===== src/sv/hrc_pkg.sv =====
// shared constants and types of the hsv/rgb colour converter
package hrc_pkg;

  localparam int SEG_STEPS = 255;
  localparam logic [10:0] HUE_YEL   = 11'(1 * SEG_STEPS);
  localparam logic [10:0] HUE_GRN   = 11'(2 * SEG_STEPS);
  localparam logic [10:0] HUE_CYN   = 11'(3 * SEG_STEPS);
  localparam logic [10:0] HUE_BLU   = 11'(4 * SEG_STEPS);
  localparam logic [10:0] HUE_MAG   = 11'(5 * SEG_STEPS);
  localparam logic [10:0] HUE_WRAP  = 11'(6 * SEG_STEPS);
  localparam logic [7:0]  CHAN_FULL = 8'd255;

  localparam logic MODE_HSV = 1'b0;
  localparam logic MODE_RGB = 1'b1;

  localparam logic [1:0] SEL_RED = 2'd0;
  localparam logic [1:0] SEL_GRN = 2'd1;
  localparam logic [1:0] SEL_BLU = 2'd2;

  localparam int QDEPTH = 4;
  localparam int QAW    = $clog2(QDEPTH);
  localparam int QBITS  = 8;
  localparam int NSTG   = QBITS + 1;

  typedef struct packed {
    logic            mode;
    logic [2:0][7:0] c;
    logic [7:0]      sat;
    logic [7:0]      val;
    logic            neg;
    logic [7:0]      adiff;
    logic [7:0]      rng;
    logic [7:0]      mx;
    logic [1:0]      hsel;
  } q_item_t;

  typedef struct packed {
    logic             mode;
    logic [2:0][7:0]  c;
    logic [7:0]       sat;
    logic [7:0]       val;
    logic [2:0][15:0] acc;
    logic [2:0][7:0]  res;
    logic             neg;
    logic [1:0]       hsel;
    logic [7:0]       rng;
    logic [7:0]       mx;
    logic [15:0]      hrem;
    logic [7:0]       hq;
    logic [15:0]      srem;
    logic [7:0]       sq;
  } pipe_t;

endpackage


===== src/sv/hsv_rgb_color_converter_core.sv =====
// top level of the hsv/rgb colour converter
// Converts one colour word per clock while out_stall is low, in either direction, selected
// per word by in_req_type. The front end sorts a word combinationally into a four-word queue,
// and the back end runs nine register stages (operand products, then eight restoring-division
// stages producing one quotient bit each for hue and saturation, with the hsv scaling
// multiplies in the first two) and an output register. Sustained rate is one word per cycle
// while out_stall is low; in_stall rises only when the queue is full.
module hsv_rgb_color_converter_core import hrc_pkg::*; (
  input  logic        clk,
  input  logic        rst_n,
  input  logic        in_valid,
  output logic        in_stall,
  input  logic        in_req_type,
  input  logic [10:0] in_hue_in,
  input  logic [7:0]  in_sat_in,
  input  logic [7:0]  in_val_in,
  input  logic [7:0]  in_red_in,
  input  logic [7:0]  in_green_in,
  input  logic [7:0]  in_blue_in,
  output logic        out_valid,
  input  logic        out_stall,
  output logic [7:0]  out_red_out,
  output logic [7:0]  out_green_out,
  output logic [7:0]  out_blue_out,
  output logic [10:0] out_hue_out,
  output logic [7:0]  out_sat_out,
  output logic [7:0]  out_val_out
);

  q_item_t item, head;
  logic    full, empty, pop, push;

  assign in_stall = full;
  assign push     = in_valid && !full;

  hrc_front u_front (
    .req_type (in_req_type),
    .hue      (in_hue_in),
    .sat      (in_sat_in),
    .val      (in_val_in),
    .red      (in_red_in),
    .green    (in_green_in),
    .blue     (in_blue_in),
    .item     (item)
  );

  hrc_queue u_queue (
    .clk       (clk),
    .rst_n     (rst_n),
    .push      (push),
    .push_item (item),
    .pop       (pop),
    .head      (head),
    .full      (full),
    .empty     (empty)
  );

  hrc_back u_back (
    .clk       (clk),
    .rst_n     (rst_n),
    .have_item (!empty),
    .head      (head),
    .pop       (pop),
    .out_valid (out_valid),
    .out_stall (out_stall),
    .red_out   (out_red_out),
    .green_out (out_green_out),
    .blue_out  (out_blue_out),
    .hue_out   (out_hue_out),
    .sat_out   (out_sat_out),
    .val_out   (out_val_out)
  );

endmodule


===== src/sv/hrc_front.sv =====
// front end: sorts an input word into ramp colour or max/min/difference terms
module hrc_front import hrc_pkg::*; (
  input  logic        req_type,
  input  logic [10:0] hue,
  input  logic [7:0]  sat,
  input  logic [7:0]  val,
  input  logic [7:0]  red,
  input  logic [7:0]  green,
  input  logic [7:0]  blue,
  output q_item_t     item
);

  logic [7:0] r, g, b, mx, mn;
  logic [1:0] sel;
  logic [8:0] d;

  always_comb begin
    r = 8'd0;
    g = 8'd0;
    b = 8'd0;
    if (hue < HUE_GRN) begin
      if (hue < HUE_YEL) begin
        r = CHAN_FULL; g = hue[7:0];
      end else begin
        r = 8'(HUE_GRN - hue); g = CHAN_FULL;
      end
    end else if (hue < HUE_BLU) begin
      if (hue < HUE_CYN) begin
        g = CHAN_FULL; b = 8'(hue - HUE_GRN);
      end else begin
        g = 8'(HUE_BLU - hue); b = CHAN_FULL;
      end
    end else if (hue < HUE_WRAP) begin
      if (hue < HUE_MAG) begin
        b = CHAN_FULL; r = 8'(hue - HUE_BLU);
      end else begin
        b = 8'(HUE_WRAP - hue); r = CHAN_FULL;
      end
    end else begin
      r = CHAN_FULL;
    end
  end

  // red wins ties over green, green over blue
  always_comb begin
    if (red >= green && red >= blue) begin
      sel = SEL_RED; mx = red;
      d = {1'b0, green} - {1'b0, blue};
    end else if (green >= blue) begin
      sel = SEL_GRN; mx = green;
      d = {1'b0, blue} - {1'b0, red};
    end else begin
      sel = SEL_BLU; mx = blue;
      d = {1'b0, red} - {1'b0, green};
    end
    mn = red;
    if (green < mn) mn = green;
    if (blue < mn) mn = blue;
  end

  always_comb begin
    item.mode  = req_type;
    item.c     = {b, g, r};
    item.sat   = sat;
    item.val   = val;
    item.neg   = d[8];
    item.adiff = d[8] ? 8'(-d) : d[7:0];
    item.rng   = mx - mn;
    item.mx    = mx;
    item.hsel  = sel;
  end

endmodule


===== src/sv/hrc_queue.sv =====
// short queue between front end and arithmetic back end
module hrc_queue import hrc_pkg::*; (
  input  logic    clk,
  input  logic    rst_n,
  input  logic    push,
  input  q_item_t push_item,
  input  logic    pop,
  output q_item_t head,
  output logic    full,
  output logic    empty
);

  q_item_t        mem_r [QDEPTH];
  logic [QAW-1:0] wp_r, rp_r;
  logic [QAW:0]   cnt_r, cnt_nxt;

  assign full  = (cnt_r == (QAW+1)'(QDEPTH));
  assign empty = (cnt_r == '0);
  assign head  = mem_r[rp_r];

  always_comb begin
    cnt_nxt = cnt_r;
    if (push && !pop) cnt_nxt = cnt_r + 1'b1;
    if (!push && pop) cnt_nxt = cnt_r - 1'b1;
  end

  always_ff @(posedge clk) begin
    if (!rst_n) begin
      wp_r  <= '0;
      rp_r  <= '0;
      cnt_r <= '0;
    end else begin
      if (push) wp_r <= wp_r + 1'b1;
      if (pop)  rp_r <= rp_r + 1'b1;
      cnt_r <= cnt_nxt;
    end
  end

  always_ff @(posedge clk) begin
    if (push) mem_r[wp_r] <= push_item;
  end

endmodule


===== src/sv/hrc_back.sv =====
// back end: pipelined scaling and one-bit-per-stage dividers, output register
module hrc_back import hrc_pkg::*; (
  input  logic        clk,
  input  logic        rst_n,
  input  logic        have_item,
  input  q_item_t     head,
  output logic        pop,
  output logic        out_valid,
  input  logic        out_stall,
  output logic [7:0]  red_out,
  output logic [7:0]  green_out,
  output logic [7:0]  blue_out,
  output logic [10:0] hue_out,
  output logic [7:0]  sat_out,
  output logic [7:0]  val_out
);

  pipe_t      p_r   [NSTG];
  pipe_t      p_nxt [NSTG];
  logic [NSTG-1:0] v_r;
  logic       en;
  logic       out_valid_r;
  logic [7:0] red_r, green_r, blue_r, sat_r, val_r;
  logic [10:0] hue_r;
  logic [11:0] hs;
  logic [7:0] sat_res;

  assign en  = !(out_valid_r && out_stall);
  assign pop = en && have_item;

  function automatic pipe_t step(pipe_t x, int j);
    pipe_t       y;
    logic [16:0] m1;
    logic [24:0] m2;
    logic [15:0] th, ts;
    int          bi;
    y  = x;
    bi = QBITS - j;
    if (j == 1) begin
      for (int k = 0; k < 3; k++) begin
        m1 = 17'(x.c[k]) * (17'(x.sat) + 17'd1);
        y.acc[k] = 16'(m1 >> 8) + (16'(SEG_STEPS) - 16'(x.sat));
      end
    end
    if (j == 2) begin
      for (int k = 0; k < 3; k++) begin
        m2 = 25'(x.acc[k]) * (25'(x.val) + 25'd1);
        y.res[k] = m2[15:8];
      end
    end
    // restoring division, one quotient bit per stage
    th = 16'({8'd0, x.rng} << bi);
    ts = 16'({8'd0, x.mx} << bi);
    if (x.hrem >= th) begin
      y.hrem = x.hrem - th;
      y.hq[bi[2:0]] = 1'b1;
    end
    if (x.srem >= ts) begin
      y.srem = x.srem - ts;
      y.sq[bi[2:0]] = 1'b1;
    end
    return y;
  endfunction

  always_comb begin
    p_nxt[0]      = '0;
    p_nxt[0].mode = head.mode;
    p_nxt[0].c    = head.c;
    p_nxt[0].sat  = head.sat;
    p_nxt[0].val  = head.val;
    p_nxt[0].neg  = head.neg;
    p_nxt[0].hsel = head.hsel;
    p_nxt[0].rng  = head.rng;
    p_nxt[0].mx   = head.mx;
    p_nxt[0].hrem = 16'(16'(SEG_STEPS) * 16'(head.adiff));
    p_nxt[0].srem = 16'(16'(head.rng) * 16'd255);
    for (int j = 1; j < NSTG; j++) p_nxt[j] = step(p_r[j-1], j);
  end

  always_ff @(posedge clk) begin
    if (!rst_n) begin
      v_r <= '0;
    end else if (en) begin
      v_r <= {v_r[NSTG-2:0], have_item};
    end
  end

  always_ff @(posedge clk) begin
    if (en) begin
      for (int j = 0; j < NSTG; j++) p_r[j] <= p_nxt[j];
    end
  end

  // hue offset by max channel, then a single wrap into range
  always_comb begin
    pipe_t z;
    logic [11:0] off, q;
    z = p_r[NSTG-1];
    case (z.hsel)
      SEL_RED: off = 12'(HUE_WRAP);
      SEL_GRN: off = 12'(HUE_GRN);
      SEL_BLU: off = 12'(HUE_BLU);
      default: off = 12'(HUE_WRAP);
    endcase
    q  = z.neg ? -12'(z.hq) : 12'(z.hq);
    hs = off + q;
    if (hs >= 12'(HUE_WRAP)) hs = hs - 12'(HUE_WRAP);
    if (z.rng == 8'd0) hs = '0;
    sat_res = (z.mx == 8'd0) ? 8'd0 : z.sq;
  end

  always_ff @(posedge clk) begin
    if (!rst_n) begin
      out_valid_r <= 1'b0;
    end else if (en) begin
      out_valid_r <= v_r[NSTG-1];
    end
  end

  always_ff @(posedge clk) begin
    if (en) begin
      if (p_r[NSTG-1].mode == MODE_RGB) begin
        red_r   <= 8'd0;
        green_r <= 8'd0;
        blue_r  <= 8'd0;
        hue_r   <= hs[10:0];
        sat_r   <= sat_res;
        val_r   <= p_r[NSTG-1].mx;
      end else begin
        red_r   <= p_r[NSTG-1].res[0];
        green_r <= p_r[NSTG-1].res[1];
        blue_r  <= p_r[NSTG-1].res[2];
        hue_r   <= '0;
        sat_r   <= 8'd0;
        val_r   <= 8'd0;
      end
    end
  end

  assign out_valid = out_valid_r;
  assign red_out   = red_r;
  assign green_out = green_r;
  assign blue_out  = blue_r;
  assign hue_out   = hue_r;
  assign sat_out   = sat_r;
  assign val_out   = val_r;

  a_hold: assert property (@(posedge clk) disable iff (!rst_n)
    out_valid_r && out_stall |=> out_valid_r && $stable(hue_r))
    else $error("result word lost under stall");
  a_hue: assert property (@(posedge clk) disable iff (!rst_n)
    out_valid_r |-> hue_r < HUE_WRAP)
    else $error("hue out of range");
  a_pop: assert property (@(posedge clk) disable iff (!rst_n)
    pop |-> have_item && !(out_valid_r && out_stall))
    else $error("pop while stalled or empty");

endmodule


===== config.mk =====
export PLATFORM = sky130hd
export DESIGN_NAME = hsv_rgb_color_converter_core
export DESIGN_NICKNAME = d
export VERILOG_FILES = /design/src/sv/hrc_pkg.sv /design/src/sv/hsv_rgb_color_converter_core.sv /design/src/sv/hrc_front.sv /design/src/sv/hrc_queue.sv /design/src/sv/hrc_back.sv
export SDC_FILE = /design/constraint.sdc
export NUM_CORES = 2
export LEC_CHECK = 0
export BUFFER_PORTS_ARGS = -buffer_cell sky130_fd_sc_hd__clkbuf_2
export CORE_MARGIN = 1.5
export CORE_UTILIZATION = 41
export DETAILED_ROUTE_END_ITERATION = 8
export PLACE_DENSITY = 0.53
export SLEW_MARGIN = 20
export SYNTH_ARGS = -nofsm -noshare
export SYNTH_HDL_FRONTEND = slang
export SYNTH_HIERARCHICAL = 1
export SYNTH_SLANG_ARGS = --single-unit

===== constraint.sdc =====
create_clock -name clk -period 56.6 [get_ports clk]
set_input_delay 2.83 -clock clk [delete_from_list [all_inputs] [get_ports clk]]
set_output_delay 2.83 -clock clk [all_outputs]
set_load 0.01 [all_outputs]

; ---- Word level (Yosys, flattened, before mapping)
; Memory sizes are Yosys's and may differ from the RTL's. A register that Yosys moved wholly into a read port is not among the register bits.
; Index checks and enable logic that the tools add are counted.
[word_totals]
register_bits = 68
mem_bits_rw = 1892
n_memories = 2
word_cells = 172
output_inout_bits = 53
inputBits = 56
[op_classes]
addsub = 39
eq_ne = 3
n_lt_le_gt_ge = 28
mul = 8
bitwise_logic = 1
n_mux = 63
n_reduce_logical = 17
[memory_table]
columns = memory, depth, word_bits, read_ports, rd_ports_with_merged_regs, wr, line_no
row1 = u_back.p_r, 9, 180, 9, 0, 9, hrc_back.sv:18  ; pipe_t p_r [NSTG];
row2 = u_queue.mem_r, 4, 68, 1, 1, 1, hrc_queue.sv:13  ; q_item_t mem_r [QDEPTH];
[ops]
columns = operator, count
row1 = $mux 16, 14
row2 = $mux 8, 19
row3 = $mul 16x25->16, 3
row4 = $mul 8x17->17, 3
row5 = $add 9x16->16, 3
row6 = $mux 17, 2
row7 = $ge 16x10->1, 2
row8 = $ge 16x11->1, 2
row9 = $ge 16x12->1, 2
row10 = $ge 16x13->1, 2
row11 = $ge 16x14->1, 2
row12 = $ge 16x15->1, 2
row13 = $ge 16x8->1, 2
row14 = $ge 16x9->1, 2
row15 = $sub 16x10->16, 2
row16 = $sub 16x11->16, 2
row17 = $sub 16x12->16, 2
row18 = $sub 16x13->16, 2
row19 = $sub 16x14->16, 2
row20 = $sub 16x15->16, 2
row21 = $sub 16x8->16, 2
row22 = $sub 16x9->16, 2
row23 = $sub 8x8->9, 3
row24 = $ge 8x8->1, 3
row25 = 37 further kinds, 77

; ---- Longest topological paths before layout
[logic_depth]
ltp_word = 7
depth_mapped = 30
ltp_nobuf = 29

; ---- By module
; The synthesis kept the hierarchy.
[modules_own_cells]
columns = module, instances, seq_area_each_um2, area_each_um2, cells_each
row1 = hrc_back, 1, 24133.1, 50378.3, 4163
row2 = hrc_queue, 1, 8348.0, 10286.1, 402
row3 = hrc_front, 1, 0.0, 3419.5, 510
row4 = hsv_rgb_color_converter_core, 1, 0.0, 17.5, 2

; ---- Least setup slack after synthesis
; OpenSTA, ideal clock, no wires.
[synth_path]
path_kind = input port to flip-flop
startpoint = in out_stall
endpoint = reg u_queue.cnt_r[2]
path_stages = 10
setup_time_ps = 76
n_path_buf = 1
slack_ps = 32062
t_required_ps = 56524
arrival_ps = 24462
path_cell_list = and2_1 clkbuf_1 clkinv_1 and2_1 ha_1 inv_1 fa_1 xor2_1 or3_1 a21boi_0
[synth_between]
elab_chain_len = 6
[synth_rtl]
columns = element, line_no
row1 = "start, declared", hsv_rgb_color_converter_core.sv:21  ; input logic out_stall,
row2 = $logic_and 1x1->1 *, hrc_back.sv:28  ; assign en = !(out_valid_r && out_stall);
row3 = $logic_not 1->1 *, hrc_back.sv:28
row4 = $logic_and 1x1->1 *, hrc_back.sv:29  ; assign pop = en && have_item;
row5 = net pop, hsv_rgb_color_converter_core.sv:31  ; logic full, empty, pop, push;
row6 = $logic_not 1->1, hrc_queue.sv:23  ; if (push && !pop) cnt_nxt = cnt_r + 1'b1;
row7 = $logic_and 1x1->1, hrc_queue.sv:23
row8 = $reduce_bool 2->1 (no source line), --
row9 = "end signal, assigned", hrc_queue.sv:35  ; cnt_r <= cnt_nxt;
row10 = "end, declared", hrc_queue.sv:15  ; logic [QAW:0] cnt_r, cnt_nxt;
; The timed path passes the listed nets; every way through them passes the cells marked *.
; A chain may end at the register's enable or synchronous reset.

==> metrics.txt <==
outcome=finished clean; Max clock buf depth=3; # setup viols final=0; multi-input logic area=28500 sq um; routed length per instance=around 16 um; Die X=~400 um; Mapped Nets=between 5000 and 6000; Max Used Layer=met5; unrepaired setup endpoints after global routing=false; CP Capture Type=register; port buffer count=108; WS Path Type=in2reg; minimum clock period=7670 ps; area of the mapped netlist=64100 sq um; Rows=about 140; Setup Fix Bufs, Post-CTS=0; Routed Antenna Nets=0; layout cells sized above 1=8.86%; Core Area=about 150000 sq um; RD Place Congestion=approximately 0.84; fin. max-slew vios=0; Syn. warnings=6; WL met3=between 4000 and 5000 um; GRT overflow=0; DRC viols=0; required time worst endpoint=57080 ps; Worst Reg-to-Reg Cells=27; DR vias=~36000; initial antenna violation count=3; Initial Utilization=41.5%; FF-to-FF End=u_back/p_r[0][192]; max-cap viol count=0; cts bufs inserted=approximately 120; setup TNS=0 ps; first-pass GRT wire length=roughly 190000 um; ys flop type=edfxtp_1; worst-path maximum fanout=8; Worst slew margin=22.6%; post-synthesis sequential area ratio=50.7%; Routed WL=roughly 120000 um; Mapped Cells=5077; routed wl met2=between 50000 and 60000 um; termination of the worst setup path=u_queue/mem_r[2][17]; largest net degree at the start of global routing=198; area delta synth->final=10.7%; Fin. Hold Viols=0; EDFF count, synth=~1100; CP startpoint=in_green_in[1]; Clock Latency Late Sink=between 700 and 800 ps; First-pass DRT Iterations=5; period utilisation layout=a little over an eighth; fmax=roughly 0.13 GHz; # diodes=0; Async SR Flop Fraction=0%; Synth cell types=95; die area=between 150000 and 200000 sq um; Fillers=approximately 14000; num ports=roughly 110; startpoint types=input port; DR iter-0 viols=approximately 1800; hold buffer count at cts=0; sequential cell area=around 32000 sq um; post-CTS resize count=0; root buf cell=clkbuf_16; Die H=398 um; Worst-Margin Slew=1160 ps; gr usage total=15.0%; H-tree depth=3; CP Data Arrival Time=between 8000 and 9000 ps; clock-pin slew on the worst setup and hold paths=approximately 60 ps; Seq cells post-synth=about 1100; Reg2Reg Setup Slack=between 40000 and 50000 ps; WL met1=between 50000 and 60000 um; CTS sink cnt=1088; CTS tree=done; RR Startpoint=u_back/p_r[0][59]; clock skew=around 78 ps; fin nets=roughly 6100; vias in the first global route=36900; post-DP HPWL=about 84000 um; Worst Hold Class=reg2reg; number of vias per cell=4.89; mean area per synthesized cell=between 10 and 15 sq um
[layout make-up]
class / count / area share, %
multi-input combinational: 3171 / 40.2
tap: 2044 / 3.61
timing repair buffer: 148 / 1.22
clock inverter: 76 / 1.25
inverter: 694 / 3.68
clock buffer: 142 / 4.29
sequential: 1088 / 45.8
[metal layers]
metal  vias up  global-route usage [%]
met5         -                       0
met4         4                    4.07
met3       154                    2.51
met2       561                    24.2
met1     17400                    20.8
li1      17900                       -
[kinds of logic (layout without fill, tap and decap cells)]
group / after synthesis / after routing / synth area share (%)
AND/OR/NAND/NOR: 1306 / 1306 / 10.4
flip-flops: 1088 / 1088 / 50.7
adder cells (fa/ha/maj): 822 / 822 / 20.3
buffers and inverters: 818 / 1060 / 5.03
AO/OA/AOI/OAI: 627 / 627 / 6.25
XOR/XNOR: 275 / 275 / 3.76
multiplexers: 141 / 141 / 3.60
[cell usage after synthesis, types with 5 or more instances]
cell / instances / area [sq um]
a2111oi_0: 6 / 52.6
a211oi_1: 16 / 120
a21boi_0: 40 / 300
a21o_1: 62 / 465
a21oi_1: 177 / 886
a221oi_1: 5 / 43.8
a31o_2: 5 / 43.8
a31oi_1: 25 / 156
a41o_1: 6 / 60.1
and2_1: 268 / 1680
and3_1: 12 / 75.1
and4b_1: 8 / 80.1
buf_2: 5 / 25.0
buf_4: 22 / 165
clkbuf_1: 88 / 330
dfxtp_1: 19 / 380
edfxtp_1: 1069 / 32100
fa_1: 362 / 7250
ha_1: 460 / 5760
inv_1: 692 / 2600
mux2_2: 28 / 315
mux2i_1: 43 / 430
mux4_2: 68 / 1530
nand2_1: 370 / 1390
nand2b_1: 62 / 388
nand3_1: 40 / 200
nand4_1: 32 / 200
nand4b_1: 7 / 61.3
nor2_1: 253 / 950
nor2b_1: 109 / 682
nor3_1: 54 / 270
nor4_1: 24 / 150
nor4b_1: 9 / 78.8
o2111ai_1: 5 / 43.8
o211ai_1: 11 / 82.6
o21a_1: 29 / 218
o21ai_0: 155 / 776
o21bai_1: 18 / 135
o31ai_1: 15 / 113
or2_2: 8 / 50.1
or3_1: 12 / 75.1
or4_1: 11 / 82.6
xnor2_1: 186 / 1630
xor2_1: 89 / 780
[sequential cells by signal (all words and copies together), names as in the netlist, 9 cells and up, named ones only]
register and flops:
u_back/p_r 746, u_back/v_r 9, u_queue/mem_r 272, u_back/hue_out 11
[how the worst min path moves through the flow]
stage                     cells after the start                   to           startpoint  slack (ps)
after detailed placement                      0  u_back/p_r[0][1070]   u_back/p_r[0][890]         400
after CTS                                     0   u_back/p_r[0][451]   u_back/p_r[0][271]         370
after floorplan                               0  u_back/p_r[0][1019]   u_back/p_r[0][839]         400
final                                         0   u_back/p_r[0][451]   u_back/p_r[0][271]         380
after global placement                        0  u_back/p_r[0][1378]  u_back/p_r[0][1198]         400
after global routing                          0   u_back/p_r[0][451]   u_back/p_r[0][271]         380
[cell usage in the layout (no fill, tap or decap), types with 9 or more instances in the layout]
cell type	instances
clkbuf_1	22
a21oi_1	177
edfxtp_1	1069
or4_1	11
and3_1	12
nor4_1	23
mux2_2	28
a31oi_1	25
clkbuf_16	116
nand2_1	370
buf_4	38
mux2i_1	43
ha_1	460
nor3_1	54
nor2_1	253
a21boi_0	40
o21a_1	29
or3_1	12
nor2b_1	109
o211ai_1	11
clkinv_1	25
inv_1	692
o31ai_1	15
a21o_1	62
clkbuf_2	108
mux4_2	68
nand4_1	32
clkinv_2	22
xnor2_1	183
and2_1	264
nand2b_1	62
nand3_1	40
xor2_1	86
o21bai_1	18
a211oi_1	16
fa_1	362
nor4b_1	9
dfxtp_1	17
bufinv_16	15
o21ai_0	155
[critical path: stages]
cell       delay [ps]
clkbuf_2          170
inv_1             100
ha_1              300
nand2b_1           90
a21oi_2           220
o311ai_2          170
a21oi_4           390
mux2i_1           330
ha_1              270
o21ai_0           160
nand2b_1           70
a21oi_1           180
nor3_1            110
a2111oi_4         670
mux2_2            440
ha_1              290
a21o_1            160
a21o_1            190
a21o_1            180
a21oi_1           210
o21ai_0           150
xnor2_1           150
xnor2_1           320
[metrics by stage]
stage,instance area [sq um],setup slack [ps],hold slack [ps],util (%),instances
global placement,67000,48180,401,43.3,7145
global route,70900,48440,378,45.9,7363
CTS,70900,48960,372,45.9,7363
detailed placement,67000,48200,405,43.3,7145
floorplan,64100,32060,400,-,5077
finish,70900,48930,383,45.9,7363
Power is not shown: default switching activity piles up to over one toggle a cycle in this logic, so the estimate is an artifact.
